File: src/sv/dfq_pkg.sv
// Shared constants, codes and types of the deduplicating queue.
`timescale 1ns / 1ps

package dfq_pkg;

  // Queue geometry
  localparam int unsigned DEPTH   = 64;
  localparam int unsigned CNT_W   = $clog2(DEPTH + 1);
  localparam int unsigned VAL_W   = 32;
  localparam int unsigned OCC_W   = 7;
  localparam int unsigned STAT_W  = 2;

  // Match reduction: hits are ORed in groups, then across groups
  localparam int unsigned GROUP   = 8;
  localparam int unsigned NGRP    = (DEPTH + GROUP - 1) / GROUP;

  typedef enum logic {
    ACT_ENQ = 1'b0,
    ACT_DEQ = 1'b1
  } action_e;

  typedef enum logic [STAT_W-1:0] {
    STAT_DONE  = 2'd0,
    STAT_FULL  = 2'd1,
    STAT_DUP   = 2'd2,
    STAT_EMPTY = 2'd3
  } status_e;

  // Per-cycle control of one storage cell
  typedef struct packed {
    logic load;   // take the incoming value
    logic shift;  // take the neighbour's word
    logic held;   // cell lies inside the occupied region
  } cell_ctl_t;

endpackage

File: src/sv/dfq_cmd_if.sv
// Command channel: action and value with a valid/ready handshake.
`timescale 1ns / 1ps

interface dfq_cmd_if;
  logic                                valid;
  logic                                ready;
  logic                                action;
  logic signed [dfq_pkg::VAL_W-1:0]    value;

  modport source (output valid, output action, output value, input ready);
  modport sink   (input valid, input action, input value, output ready);
endinterface

File: src/sv/dfq_rsp_if.sv
// Response channel: status, removed value and occupancy with a valid/ready handshake.
`timescale 1ns / 1ps

interface dfq_rsp_if;
  logic                                valid;
  logic                                ready;
  logic [dfq_pkg::STAT_W-1:0]          status;
  logic signed [dfq_pkg::VAL_W-1:0]    removed;
  logic [dfq_pkg::OCC_W-1:0]           occupancy;

  modport source (output valid, output status, output removed, output occupancy, input ready);
  modport sink   (input valid, input status, input removed, input occupancy, output ready);
endinterface

File: src/sv/dedup_fifo_queue_core.sv
// Top level of the deduplicating queue: command sequencer, cell row and response register.
`timescale 1ns / 1ps

// A first-in first-out queue of up to dfq_pkg::DEPTH signed 32-bit values that refuses an
// enqueue when full or when the value is already held, and a dequeue when empty. Every
// command gives one response with a status, the removed value (zero unless a dequeue
// succeeded) and the occupancy afterwards. A command passes through four steps: accept, compare in
// every cell at once, OR the registered hits in groups of dfq_pkg::GROUP, then decide and
// update the cell row, which shifts all cells together on a dequeue. The next command is
// accepted in the cycle after the update. The response sits in an output register, so a
// new command is taken while it waits; the decide step holds only if the previous response
// is still untaken.
module dedup_fifo_queue_core (
  input  logic       clk_i,
  input  logic       rst_ni,
  dfq_cmd_if.sink    cmd_i,
  dfq_rsp_if.source  rsp_o
);

  typedef enum logic [1:0] {
    S_IDLE,
    S_CMP,
    S_RED,
    S_DEC
  } state_e;

  state_e                           state_q;
  logic                             action_q;
  logic signed [dfq_pkg::VAL_W-1:0] value_q;
  logic [dfq_pkg::CNT_W-1:0]        count_q;
  logic [dfq_pkg::CNT_W-1:0]        count_d;

  logic                             rsp_valid_q;
  logic [dfq_pkg::STAT_W-1:0]       status_q;
  logic signed [dfq_pkg::VAL_W-1:0] removed_q;
  logic [dfq_pkg::OCC_W-1:0]        occ_q;

  logic                             dec_fire;
  logic                             dup;
  logic signed [dfq_pkg::VAL_W-1:0] head;
  logic                             load;
  logic                             shift;
  dfq_pkg::status_e                 status_d;
  logic signed [dfq_pkg::VAL_W-1:0] removed_d;

  assign cmd_i.ready = (state_q == S_IDLE);
  assign dec_fire    = (state_q == S_DEC) && (!rsp_valid_q || rsp_o.ready);

  // Decide the outcome of the pending command
  always_comb begin
    status_d  = dfq_pkg::STAT_DONE;
    removed_d = '0;
    load      = 1'b0;
    shift     = 1'b0;
    count_d   = count_q;
    if (action_q == dfq_pkg::ACT_ENQ) begin
      if (count_q == dfq_pkg::CNT_W'(dfq_pkg::DEPTH)) begin
        status_d = dfq_pkg::STAT_FULL;
      end else if (dup) begin
        status_d = dfq_pkg::STAT_DUP;
      end else begin
        load    = dec_fire;
        count_d = count_q + dfq_pkg::CNT_W'(1);
      end
    end else begin
      if (count_q == '0) begin
        status_d = dfq_pkg::STAT_EMPTY;
      end else begin
        shift     = dec_fire;
        removed_d = head;
        count_d   = count_q - dfq_pkg::CNT_W'(1);
      end
    end
  end

  dfq_chain u_chain (
    .clk_i   (clk_i),
    .count_i (count_q),
    .load_i  (load),
    .shift_i (shift),
    .value_i (value_q),
    .head_o  (head),
    .dup_o   (dup)
  );

  // Sequence the command and hold the response register
  always_ff @(posedge clk_i or negedge rst_ni) begin
    if (!rst_ni) begin
      state_q     <= S_IDLE;
      count_q     <= '0;
      rsp_valid_q <= 1'b0;
    end else begin
      // Raise the response on a decided command, drop it once taken
      if (dec_fire) begin
        rsp_valid_q <= 1'b1;
      end else if (rsp_o.ready) begin
        rsp_valid_q <= 1'b0;
      end
      case (state_q)
        S_IDLE: begin
          if (cmd_i.valid) begin
            state_q <= S_CMP;
          end
        end
        S_CMP: begin
          state_q <= S_RED;
        end
        S_RED: begin
          state_q <= S_DEC;
        end
        S_DEC: begin
          if (dec_fire) begin
            state_q <= S_IDLE;
            count_q <= count_d;
          end
        end
        default: begin
          state_q <= S_IDLE;
        end
      endcase
    end
  end

  // Capture the command and response payload
  always_ff @(posedge clk_i) begin
    if (cmd_i.valid && cmd_i.ready) begin
      action_q <= cmd_i.action;
      value_q  <= cmd_i.value;
    end
    if (dec_fire) begin
      status_q  <= status_d;
      removed_q <= removed_d;
      occ_q     <= dfq_pkg::OCC_W'(count_d);
    end
  end

  assign rsp_o.valid     = rsp_valid_q;
  assign rsp_o.status    = status_q;
  assign rsp_o.removed   = removed_q;
  assign rsp_o.occupancy = occ_q;

`ifndef NO_ASSERTIONS
  a_count_bound: assert property (@(posedge clk_i) disable iff (!rst_ni)
    count_q <= dfq_pkg::CNT_W'(dfq_pkg::DEPTH))
    else $error("occupancy above queue depth");

  a_count_only_on_decide: assert property (@(posedge clk_i) disable iff (!rst_ni)
    (count_q != $past(count_q)) |-> $past(dec_fire))
    else $error("occupancy changed outside the decide step");

  a_rsp_after_decide: assert property (@(posedge clk_i) disable iff (!rst_ni)
    dec_fire |=> rsp_o.valid)
    else $error("no response after a decided command");

  a_empty_rsp: assert property (@(posedge clk_i) disable iff (!rst_ni)
    (rsp_o.valid && (rsp_o.status == dfq_pkg::STAT_EMPTY)) |->
      ((rsp_o.removed == '0) && (rsp_o.occupancy == '0)))
    else $error("empty status with a removed value or nonzero occupancy");

  a_full_at_depth: assert property (@(posedge clk_i) disable iff (!rst_ni)
    (dec_fire && (status_d == dfq_pkg::STAT_FULL)) |->
      (count_q == dfq_pkg::CNT_W'(dfq_pkg::DEPTH)))
    else $error("full status below queue depth");
`endif

endmodule

File: src/sv/dfq_cell.sv
// One queue cell: holds a word, compares it with the probe and hands it to its neighbour.
`timescale 1ns / 1ps

module dfq_cell (
  input  logic                             clk_i,
  input  dfq_pkg::cell_ctl_t               ctl_i,
  input  logic signed [dfq_pkg::VAL_W-1:0] value_i,
  input  logic signed [dfq_pkg::VAL_W-1:0] next_i,
  output logic signed [dfq_pkg::VAL_W-1:0] data_o,
  output logic                             hit_o
);

  logic signed [dfq_pkg::VAL_W-1:0] data_q;
  logic                             hit_q;

  // Advance on dequeue, otherwise load the appended value
  always_ff @(posedge clk_i) begin
    if (ctl_i.shift) begin
      data_q <= next_i;
    end else if (ctl_i.load) begin
      data_q <= value_i;
    end
  end

  // Register the match of a held word against the probe
  always_ff @(posedge clk_i) begin
    hit_q <= ctl_i.held && (data_q == value_i);
  end

  assign data_o = data_q;
  assign hit_o  = hit_q;

endmodule

File: src/sv/dfq_chain.sv
// Row of queue cells with the grouped match reduction.
`timescale 1ns / 1ps

module dfq_chain (
  input  logic                             clk_i,
  input  logic [dfq_pkg::CNT_W-1:0]        count_i,
  input  logic                             load_i,
  input  logic                             shift_i,
  input  logic signed [dfq_pkg::VAL_W-1:0] value_i,
  output logic signed [dfq_pkg::VAL_W-1:0] head_o,
  output logic                             dup_o
);

  logic signed [dfq_pkg::VAL_W-1:0]          data_w [dfq_pkg::DEPTH];
  logic [dfq_pkg::NGRP*dfq_pkg::GROUP-1:0]   hit_w;
  logic [dfq_pkg::NGRP-1:0]                  grp_q;

  // Build the row; the last cell takes its own word on a shift
  for (genvar i = 0; i < dfq_pkg::DEPTH; i++) begin : g_cell
    dfq_pkg::cell_ctl_t               ctl;
    logic signed [dfq_pkg::VAL_W-1:0] nxt;

    assign ctl.held  = (count_i > dfq_pkg::CNT_W'(i));
    assign ctl.load  = load_i && (count_i == dfq_pkg::CNT_W'(i));
    assign ctl.shift = shift_i;

    if (i == dfq_pkg::DEPTH - 1) begin : g_last
      assign nxt = data_w[i];
    end else begin : g_mid
      assign nxt = data_w[i+1];
    end

    dfq_cell u_cell (
      .clk_i   (clk_i),
      .ctl_i   (ctl),
      .value_i (value_i),
      .next_i  (nxt),
      .data_o  (data_w[i]),
      .hit_o   (hit_w[i])
    );
  end

  // Pad unused group slots
  if (dfq_pkg::NGRP * dfq_pkg::GROUP > dfq_pkg::DEPTH) begin : g_pad
    assign hit_w[dfq_pkg::NGRP*dfq_pkg::GROUP-1:dfq_pkg::DEPTH] = '0;
  end

  // Reduce hits per group into registers
  always_ff @(posedge clk_i) begin
    for (int g = 0; g < dfq_pkg::NGRP; g++) begin
      grp_q[g] <= |hit_w[g*dfq_pkg::GROUP +: dfq_pkg::GROUP];
    end
  end

  assign dup_o  = |grp_q;
  assign head_o = data_w[0];

endmodule
File: src/flat_wrapper.sv
// flat-port wrapper written by rule: the top's interface ports become plain ports
module dedup_fifo_queue_core_flat 
  (clk_i, rst_ni, cmd_i_valid, cmd_i_action, cmd_i_value, cmd_i_ready, rsp_o_valid, rsp_o_status, rsp_o_removed, rsp_o_occupancy, rsp_o_ready);
  dfq_cmd_if cmd_i_i ();
  dfq_rsp_if rsp_o_i ();
  input  logic clk_i;
  input  logic rst_ni;
  input wire logic [$bits(cmd_i_i.valid)-1:0] cmd_i_valid;
  input wire logic [$bits(cmd_i_i.action)-1:0] cmd_i_action;
  input wire logic [$bits(cmd_i_i.value)-1:0] cmd_i_value;
  output wire logic [$bits(cmd_i_i.ready)-1:0] cmd_i_ready;
  output wire logic [$bits(rsp_o_i.valid)-1:0] rsp_o_valid;
  output wire logic [$bits(rsp_o_i.status)-1:0] rsp_o_status;
  output wire logic [$bits(rsp_o_i.removed)-1:0] rsp_o_removed;
  output wire logic [$bits(rsp_o_i.occupancy)-1:0] rsp_o_occupancy;
  input wire logic [$bits(rsp_o_i.ready)-1:0] rsp_o_ready;
  assign cmd_i_i.valid = cmd_i_valid;
  assign cmd_i_i.action = cmd_i_action;
  assign cmd_i_i.value = cmd_i_value;
  assign cmd_i_ready = cmd_i_i.ready;
  assign rsp_o_valid = rsp_o_i.valid;
  assign rsp_o_status = rsp_o_i.status;
  assign rsp_o_removed = rsp_o_i.removed;
  assign rsp_o_occupancy = rsp_o_i.occupancy;
  assign rsp_o_i.ready = rsp_o_ready;
  dedup_fifo_queue_core u_core (.clk_i(clk_i), .rst_ni(rst_ni), .cmd_i(cmd_i_i), .rsp_o(rsp_o_i));
endmodule
File: config.mk
export PLATFORM = sky130hd
export DESIGN_NAME = dedup_fifo_queue_core_flat
export DESIGN_NICKNAME = d
export VERILOG_FILES = /design/src/sv/dfq_pkg.sv /design/src/sv/dfq_cmd_if.sv /design/src/sv/dfq_rsp_if.sv /design/src/sv/dedup_fifo_queue_core.sv /design/src/sv/dfq_cell.sv /design/src/sv/dfq_chain.sv /design/src/flat_wrapper.sv
export SDC_FILE = /design/constraint.sdc
export NUM_CORES = 2
export LEC_CHECK = 0
export BUFFER_PORTS_ARGS = -buffer_cell sky130_fd_sc_hd__buf_2
export CORE_MARGIN = 3
export CORE_UTILIZATION = 50
export CTS_CLUSTER_DIAMETER = 30
export DETAILED_ROUTE_END_ITERATION = 7
export GPL_ROUTABILITY_DRIVEN = 0
export HOLD_SLACK_MARGIN = 0.08
export PLACE_DENSITY = 0.65
export RECOVER_POWER = 25
export SLEW_MARGIN = 20
export SYNTH_ARGS = -nofsm -noshare
export SYNTH_HDL_FRONTEND = slang
export SYNTH_HIERARCHICAL = 1
export SYNTH_SLANG_ARGS = --single-unit
File: constraint.sdc
create_clock -name clk_i -period 6.25 [get_ports clk_i]
set_input_delay 0.625 -clock clk_i [delete_from_list [all_inputs] [get_ports clk_i]]
set_output_delay 0.625 -clock clk_i [all_outputs]
set_load 0.03 [all_outputs]
==> impl_metrics.tcl <==
set metrics [dict create \
    synth-seq-area-share 0.567 \
    num_rows 175 \
    coreArea_mm2 0.228 \
    maxCapViolCount 15 \
    antenna_found_initial 8 \
    worst_slew_pin_slew_ns 3.88 \
    wl_per_cell_um 24.5 \
    grt_usage 0.238 \
    arrival_ns 5.82 \
    grt_pass1_vias 69323 \
    critPathCapture "u_core/u_chain/g_cell[15].u_cell/data_o[24]" \
    path_max_fanout 54 \
    reg2reg_from "u_core/count_q[2]" \
    synth_edf_count 2122 \
    areaGrowthSynthToFinish_pct 18.3 \
    min_path_cells 2 \
    wl_um 286000 \
    synth_top_family_by_area "multiplexers" \
    end_kind "flip-flop" \
    die_area_mm2 0.236 \
    fmax_mhz 191 \
    yosys-top-cells-count "2,122 x edfxtp_1, 2,050 x mux2_2, 1,985 x xor2_1" \
    viasPerCell 5.70 \
    syn_area_mm2 0.115 \
    tns_ns 0 \
    syn_nets 7853 \
    path_class "flip-flop to flip-flop" \
    ys_ff_latch 2204 \
    htree_levels 5 \
    grt_max_degree 135 \
    synth_cell_type_count 66 \
    final_core_util 0.597 \
    worstRegToRegCells 5 \
    yosysTopAreaCellShare 0.553 \
    overflow 0 \
    powerDensity_mw_per_mm2 464 \
    ir_worst_vdd_mv 0.278 \
    min_from "cmd_i_value[7]" \
    antenna_left 0 \
    muxShareOfSynthArea 0.200 \
    final_cells 11700 \
    first_iter_violations 5323 \
    layout_min_cycle_time_ns 5.24 \
    clkTransAtPathRegs_ns 0.05 \
    synth_xor_area_frac 0.156 \
    initial_core_util 0.505 \
    startpoint "u_core/count_q[2]" \
    port_buffers 79 \
    hpwl_um 174000 \
    numCtsBuffers 496 \
    dr.pass1.iters 6 \
    io_pins 80 \
    cts.sinks 2204 \
    dp_cells 10740 \
    slew_headroom -1.58 \
    post-cts-setup-buffers 0 \
    nFillCells 17300 \
    setup_viol 0 \
    yosys.area_share.adder 0.000759 \
    hp-class "input pin to flip-flop" \
    reg2reg_to "u_core/u_chain/g_cell[15].u_cell/data_o[24]" \
    vias 66716 \
    cts_tree "done" \
    syn_inst 7809 \
    grt_setup_unrepaired "false" \
    grt_pass1_wl_um 435000 \
    synth_most_common_cell "edfxtp_1" \
    drv_slew 765 \
    drcViolationCount 0 \
    crit_required_ns 6.83 \
    synthFlopType "edfxtp_1" \
    power.leakage_uw 0.0467 \
    finalClockSkew_ns 0.0746 \
    violations "capacitance limit, slew limit" \
    outcome "complete, but fails checks" \
    finalHoldViolations 0 \
    synth.area.top_cells "edfxtp_1 55%, mux2_2 20%, xor2_1 15%" \
    yosys_warnings 6 \
    synth_async_sr_flop_share 0.00454 \
    start_kind "flip-flop" \
    clock_path_buffers 4 \
    die-height_um 486 \
    die_w_um 486 \
    synthSimpleGateAreaFrac 0.0567 \
    avgSynthCellArea_um2 14.8 \
    rrSetupSlack_ns 1.01 \
    clock_latency_ns 0.99 \
    final_nets 8310 \
    yosysTopAreaCell "edfxtp_1" \
    finalCritPeriodShare 0.839 \
    synth-compound-area-share 0.00571 \
    ctsRootBufferMaster "clkbuf_16" \
    drive_gt1_frac 0.353 \
]
==> worst min-delay path by stage <==
stage                                          to  slack [ns]
after floorplan                 u_core/count_q[0]        0.33
after global placement    u_core/u_chain/grp_q[2]        0.44
after detailed placement  u_core/u_chain/grp_q[2]        0.43
after CTS                      u_core/value_q[18]        0.29
after global routing            u_core/value_q[7]        0.33
final                           u_core/value_q[7]        0.37
==> report_power, final <==
part / internal [uW] / switching, uW
combinational: 6320 / 8580
clock: 17500 / 8230
sequential: 20800 / 1900
==> cell type report <==
cell class,instances,area (um2),share of cell area
Multi-Input combinational cell,5291,48100,0.353
Antenna cell,8,20.0,0.000147
Clock buffer,581,13000,0.0955
Timing Repair Buffer,250,2130,0.0156
Tap cell,3009,3760,0.0276
Sequential cell,2204,65400,0.480
Clock inverter,334,3820,0.0280
Inverter,23,86.3,0.000633
==> cell usage in the layout (no fill, tap or decap), types with 68 or more instances in the layout <==
cell / n
edfxtp_1: 2122
mux2_2: 2009
xor2_1: 1985
clkbuf_16: 499
nor4_1: 467
nand3_1: 140
clkbuf_1: 129
nor3_1: 129
clkinv_2: 79
buf_4: 73
dfxtp_1: 72
clkinvlp_4: 70
nand4_1: 68
xnor2_1: 68
==> cell families (layout without fill, tap and decap cells) <==
logic type,count (synthesis),in the layout
multiplexers,2052,2052
AO/OA/AOI/OAI,96,96
AND/OR/NAND/NOR,1083,1083
other,0,8
XOR/XNOR,2053,2053
flip-flops,2204,2204
adder cells (fa/ha/maj),7,7
buffers and inverters,314,1188
==> sequential cells by signal (all words and copies together), names as in the netlist <==
register                             flops
u_core/rsp_o.status                      2
u_core/u_chain/g_cell.u_cell/data_o   2048
u_core/u_chain/grp_q                     8
u_core/count_q                           7
u_core/u_chain/g_cell.u_cell/hit_o      64
u_core/rsp_o.valid                       1
u_core/value_q                          32
u_core/action_q                          1
u_core/state_q                           2
u_core/rsp_o.occupancy                   7
u_core/rsp_o.removed                    32
==> worst max-delay path: stages (launching register included) <==
cell and delay (ns):
dfrtp_1 0.88, nor4_1 0.42, a21oi_2 0.23, and2_4 0.77, clkbuf_1 1.62, or2_2 0.87
==> metal layers <==
metal | GRT usage | up-vias | share of wire
met5 | 0 | - | 0
met4 | 0.0758 | 0 | 0.028
met3 | 0.0467 | 524 | 0.065
met2 | 0.373 | 2112 | 0.46
met1 | 0.334 | 33505 | 0.45
li1 | - | 30575 | -
==> repair_timing <==
action                                 4_1_cts  5_1_grt
hold buffers                                37        0
endpoints found under the hold margin       44        0
gates resized for setup                      0        0
==> stage by stage <==
stage          instance area (um2)  total power, uW  hold WS [ns]  setup slack [ns]
2_1_floorplan               115000            33700         0.329              1.49
3_3_place_gp                120000            37300         0.441              1.86
3_5_place_dp                120000            37600         0.433              1.69
4_1_cts                     137000            63700         0.293              1.80
5_1_grt                     136000            66000         0.328             0.808
6_report                    136000            63400         0.365              1.01
Note: power is estimated with default switching activity, not from simulation.
